### src/rtl/sbca_pkg.sv
// Shared constants, types and helper functions of the sprite blitter.
package sbca_pkg;

    localparam int MAX_COLS    = 256;
    localparam int MAX_ROWS    = 256;
    localparam int MAX_SCALE   = 4;
    localparam int COL_W       = $clog2(MAX_COLS);
    localparam int ROW_W       = $clog2(MAX_ROWS);
    localparam int PHYS_STRIDE = MAX_COLS * MAX_SCALE;
    localparam int PHYS_W      = $clog2(PHYS_STRIDE);
    localparam int FRAME_AW    = ROW_W + PHYS_W;
    localparam int OWNER_AW    = ROW_W + COL_W;
    localparam int FRAME_WORDS = MAX_ROWS * PHYS_STRIDE;
    localparam int OWNER_WORDS = MAX_ROWS * MAX_COLS;
    localparam int ALPHA_LSB   = 24;

    localparam logic [10:0] OWNER_NONE = 11'h7FF;

    // Item kinds carried in s_tuser
    localparam logic [1:0] ACT_HDR  = 2'd0;
    localparam logic [1:0] ACT_PIX  = 2'd1;
    localparam logic [1:0] ACT_READ = 2'd2;

    // Register indexes (byte address = 4 * index)
    localparam logic [2:0] REG_FRAME_COLS = 3'd0;
    localparam logic [2:0] REG_FRAME_ROWS = 3'd1;
    localparam logic [2:0] REG_SCALE      = 3'd2;
    localparam logic [2:0] REG_PAN_X      = 3'd3;
    localparam logic [2:0] REG_PAN_Y      = 3'd4;

    // Controller to datapath commands
    typedef struct packed {
        logic hdr;       // load sprite header
        logic latch;     // capture pixel or read payload
        logic px_step;   // evaluate pixel, advance counters, latch base
        logic own_wr;    // write owner map, load opaque write data
        logic fr_rd;     // read frame word at pixel base
        logic bl_mul;    // blend products
        logic bl_fin;    // blend finish into write data
        logic fr_wr;     // write one copy
        logic rd_issue;  // read both stores at read address
        logic out_load;  // load result register
    } sbca_cmd_t;

    // Datapath to controller status
    typedef struct packed {
        logic active;
        logic clipped;
        logic blend;
        logic alpha_nz;
        logic last_copy;
        logic out_busy;
    } sbca_stat_t;

    // Scale 0 acts as 1, above MAX_SCALE acts as MAX_SCALE
    function automatic logic [2:0] eff_scale(input logic [2:0] s);
        logic [2:0] r;
        if (s == 3'd0)
            r = 3'd1;
        else if (32'(s) > MAX_SCALE)
            r = 3'(MAX_SCALE);
        else
            r = s;
        return r;
    endfunction

    // 16-bit value divided by an effective scale of 1..4
    function automatic logic [15:0] div_scale(input logic [15:0] x, input logic [2:0] sc);
        logic [32:0] prod;
        logic [15:0] q;
        prod = 33'(x) * 33'h0AAAB;
        case (sc)
            3'd2: q = x >> 1;
            3'd3: q = prod[32:17];
            3'd4: q = x >> 2;
            default: q = x;
        endcase
        return q;
    endfunction

endpackage

### src/rtl/sbca_ctrl.sv
// Controller state machine of the sprite blitter.
module sbca_ctrl
    import sbca_pkg::*;
(
    input  logic       clk,
    input  logic       rst_n,
    input  logic       in_valid,
    input  logic [1:0] in_action,
    input  sbca_stat_t stat,
    output logic       in_ready,
    output sbca_cmd_t  cmd
);

    typedef enum logic [2:0] {
        ST_IDLE,
        ST_PX,
        ST_BMUL,
        ST_BFIN,
        ST_WR,
        ST_RD,
        ST_RLD
    } state_t;

    state_t state_reg, state_next;

    // Next state and command decode
    always_comb
    begin
        state_next = state_reg;
        cmd        = '0;
        in_ready   = 1'b0;
        case (state_reg)
            ST_IDLE:
            begin
                in_ready = 1'b1;
                if (in_valid)
                begin
                    case (in_action)
                        ACT_HDR:  cmd.hdr = 1'b1;
                        ACT_PIX:
                        begin
                            cmd.latch  = 1'b1;
                            state_next = ST_PX;
                        end
                        ACT_READ:
                        begin
                            cmd.latch  = 1'b1;
                            state_next = ST_RD;
                        end
                        default: ;
                    endcase
                end
            end
            ST_PX:
            begin
                state_next = ST_IDLE;
                if (stat.active)
                begin
                    cmd.px_step = 1'b1;
                    if (!stat.clipped)
                    begin
                        if (stat.blend)
                        begin
                            cmd.fr_rd  = 1'b1;
                            state_next = ST_BMUL;
                        end
                        else
                        begin
                            cmd.own_wr = 1'b1;
                            if (stat.alpha_nz)
                                state_next = ST_WR;
                        end
                    end
                end
            end
            ST_BMUL:
            begin
                cmd.bl_mul = 1'b1;
                state_next = ST_BFIN;
            end
            ST_BFIN:
            begin
                cmd.bl_fin = 1'b1;
                state_next = ST_WR;
            end
            ST_WR:
            begin
                cmd.fr_wr = 1'b1;
                if (stat.last_copy)
                    state_next = ST_IDLE;
            end
            ST_RD:
            begin
                cmd.rd_issue = 1'b1;
                state_next   = ST_RLD;
            end
            ST_RLD:
            begin
                if (!stat.out_busy)
                begin
                    cmd.out_load = 1'b1;
                    state_next   = ST_IDLE;
                end
            end
            default: state_next = ST_IDLE;
        endcase
    end

    // State register
    always_ff @(posedge clk or negedge rst_n)
    begin
        if (!rst_n)
            state_reg <= ST_IDLE;
        else
            state_reg <= state_next;
    end

endmodule

### config.mk
export PLATFORM = sky130hd
export DESIGN_NAME = sbca_ctrl
export DESIGN_NICKNAME = d
export VERILOG_FILES = /design/src/rtl/sbca_pkg.sv /design/src/rtl/sbca_ctrl.sv
export SDC_FILE = /design/constraint.sdc
export NUM_CORES = 1
export LEC_CHECK = 0
export ABC_AREA = 1
export BUFFER_PORTS_ARGS = -buffer_cell sky130_fd_sc_hd__buf_2
export CORE_AREA = 2 2 39 41
export CTS_CLUSTER_DIAMETER = 80
export DETAILED_ROUTE_END_ITERATION = 10
export DIE_AREA = 0 0 41 43
export SKIP_CTS_REPAIR_TIMING = 1
export SLEW_MARGIN = 20
export SYNTH_ARGS = -nofsm -noshare
export SYNTH_HDL_FRONTEND = slang
export SYNTH_SLANG_ARGS = --single-unit
### constraint.sdc
create_clock -name clk -period 1.4 [get_ports clk]
set_input_delay 0.07 -clock clk [delete_from_list [all_inputs] [get_ports clk]]
set_output_delay 0.07 -clock clk [all_outputs]
set_load 0.01 [all_outputs]
==> insert_results.sql <==
INSERT INTO impl_metrics (metric_group, metric, value, unit) VALUES
('setup_path', 'reg2reg_from', 'state_reg[0]', ''),
('floorplanning', 'die_height', '43', 'um'),
('yosys', 'synth_async_sr_flop_share', '100', '%'),
('route', 'post_drt_via_cell_ratio', '4.25', ''),
('yosys', 'synth.top_cells.by_area', 'dfrtp_1, inv_1, nand2_1', ''),
('timing', 'final_clock_period_utilization_by_the_worst_path', '96.7', '%'),
('route', 'drt-pass1-iter-count', '4', ''),
('floorplanning', 'initial_standard_cell_utilization_of_the_core', '26.0', '%'),
('yosys', 'netlist_instances', '59', ''),
('route', 'first_iter_violations', '6', ''),
('yosys', 'syn_nets', '73', ''),
('global_route', 'grt_antenna_before_repair', '0', ''),
('yosys', 'area_share_of_the_largest_cell_type_after_synthesis', '20.8', '%'),
('timing', 'shortest_clock_period_the_worst_path_allows_after_layout', '1.35', 'ns'),
('min_path', 'min_path_type', 'in -> async', ''),
('setup_path', 'cp_top_family', 'simple AND/OR/NAND/NOR gates', ''),
('final_layout', 'multi_input_comb_area', '229', 'um^2'),
('final_layout', 'fillerInstances', '149', ''),
('final_layout', 'layout.nets', '103', ''),
('yosys', 'most_used_standard_cell_by_instance_count_after_synthesis', 'inv_1', ''),
('clock_tree', 'numCtsBuffers', '3', ''),
('final_layout', 'seqCellArea', '76.3', 'um^2'),
('floorplanning', 'core_region_area', '0.00138', 'mm^2'),
('setup_path', 'cp_num_buf_inv', '1', ''),
('route', 'dr_total_vias', '442', ''),
('floorplanning', 'total_die_area', '0.00176', 'mm^2'),
('final_layout', 'area_delta_synth_final', '51.4', '%'),
('setup_path', 'critPathSlowestCell', 'dfrtp_1', ''),
('global_route', 'grt_busiest_layer', 'met2', ''),
('global_route', 'grt.met1_usage', '13.9', '%'),
('setup_path', 'timing.rr.end', 'state_reg[2]', ''),
('setup_path', 'critPathKind', 'reg -> out', ''),
('setup_path', 'critPathArrivalTime', '1.28', 'ns'),
('route', 'drt.antenna.violating_nets', '0', ''),
('global_route', 'grt_overflow', '0', ''),
('timing', 'slew-limit-headroom', '85.0', '%'),
('global_route', 'grt_pass1_wl', '1350', 'um'),
('route', 'drt-wirelength-per-cell', '8.75', 'um'),
('clock_tree', 'clock_insertion_delay_worst_skew', '0.24', 'ns'),
('setup_path', 'rrSetupSlack', '0.26', 'ns'),
('global_route', 'grt_total_usage', '11.3', '%'),
('pwr', 'vdd_drop_max', '579', 'uV'),
('status', 'outcome', 'finished, final reports clean', ''),
('global_route', 'grt_start_max_net_pins', '8', ''),
('setup_path', 'r2r_cells', '7', ''),
('floorplanning', 'die_x', '41', 'um'),
('clock_tree', 'cts.htree.levels', '1', ''),
('yosys', 'syn_area', '360', 'um^2'),
('placement', 'dp_cells', '96', ''),
('timing', 'grt_setup_unrepaired', 'yes', ''),
('yosys', 'synth.cells.most_frequent', 'inv_1, nand2_1, nor2_1', ''),
('placement', 'estimated_wirelength_of_the_detail_placed_design', '722', 'um'),
('final_layout', 'post_route_cells_drive_above_1_share', '42.0', '%'),
('route', 'totalWireLength', '910', 'um'),
('setup_path', 'crit_path_from', 'state_reg[0]', ''),
('timing', 'final-max-slew-violation-count', '0', ''),
('yosys', 'syn_area_per_cell', '6.11', 'um^2'),
('global_route', 'met2_usage', '17.8', '%'),
('setup_path', 'max_stage_delay', '0.45', 'ns'),
('placement', 'gp_congestion', '0.691', ''),
('job', 'drv.max_cap_violation_count', '0', ''),
('yosys', 'synth_ff_type', 'dfrtp_1', ''),
('clock_tree', 'tritoncts', 'yes', ''),
('setup_path', 'worstSetupEndpoint', 'cmd[8]', ''),
('setup_path', 'worstPathMaxFanout', '7', ''),
('clock_tree', 'worst_setup_hold_path_clk_slew', '0.04', 'ns'),
('timing', 'setup_viol', '0', ''),
('floorplanning', 'num_rows', '14', ''),
('setup_path', 'worst-endpoint-required', '1.33', 'ns'),
('timing', 'skew', '0.00526', 'ns'),
('timing', 'maxClockFrequency', '0.739', 'GHz');
[layer usage]
| layer | share of wire (%) | vias up |
|---|---|---|
| li1 | - | 240 |
| met5 | 0 | - |
| met1 | 48 | 178 |
| met3 | 8.5 | 3 |
| met2 | 41 | 21 |
| met4 | 1.9 | 0 |
[placed cells by master, fill, tap and decap left out]
master / instances
clkbuf_1: 1
nand3_1: 3
nand3b_1: 1
clkbuf_4: 3
nor2_1: 8
inv_2: 3
nor2_4: 1
nand3_2: 1
buf_2: 21
ha_1: 3
inv_1: 12
nor3_1: 1
nor2_2: 1
dfrtp_2: 1
dlygate4sd3_1: 1
buf_4: 3
nand2_1: 12
nand2_2: 3
nor4_1: 2
nand4_1: 4
o21ai_0: 1
dfrtp_1: 2
[stage by stage]
step	cell area (um^2)	total power [mW]	util, %	setup slack [ns]	hold WS [ns]
after global routing	546	0.888	39.4	-0.0469	0.162
after floorplan	360	0.473	-	0.305	-0.226
after CTS	512	0.774	37.0	0.0299	-0.388
after detailed placement	485	0.608	35.1	0.268	-0.133
final	546	0.810	39.4	0.0468	0.152
after global placement	485	0.605	35.1	0.271	-0.133
[cell type report]
class	count	area share (%)
Multi-Input combinational cell	41	42.0
Tap cell	16	3.67
Inverter	15	10.3
Sequential cell	3	14.0
Clock buffer	4	4.82
Timing Repair Buffer	25	25.2
[worst min-delay path by stage]
stage / cells past startpoint / slack [ns] / to / from
finish: 2 / 0.15 / state_reg[1] / rst_n
global route: 2 / 0.16 / state_reg[1] / rst_n
CTS: 1 / -0.39 / state_reg[1] / rst_n
detailed placement: 1 / -0.13 / state_reg[1] / rst_n
global placement: 1 / -0.13 / state_reg[1] / rst_n
floorplan: 0 / -0.23 / state_reg[0] / rst_n
[power breakdown]
part	switching [mW]	internal (mW)	leakage, nW
logic	0.278	0.191	0.314
registers	0.0575	0.121	0.0375
clock network	0.0550	0.107	0.0150
[logic make-up (layout without fill, tap and decap cells)]
kind of cell             after synthesis  after routing  synth area share, %
AO/OA/AOI/OAI                          1              1                 1.39
adder cells (fa/ha/maj)                3              3                 10.4
buffers and inverters                 15             44                 15.6
flip-flops                             3              3                 20.8
AND/OR/NAND/NOR                       37             37                 51.7
No activity file was read; power rests on OpenSTA's default activity.
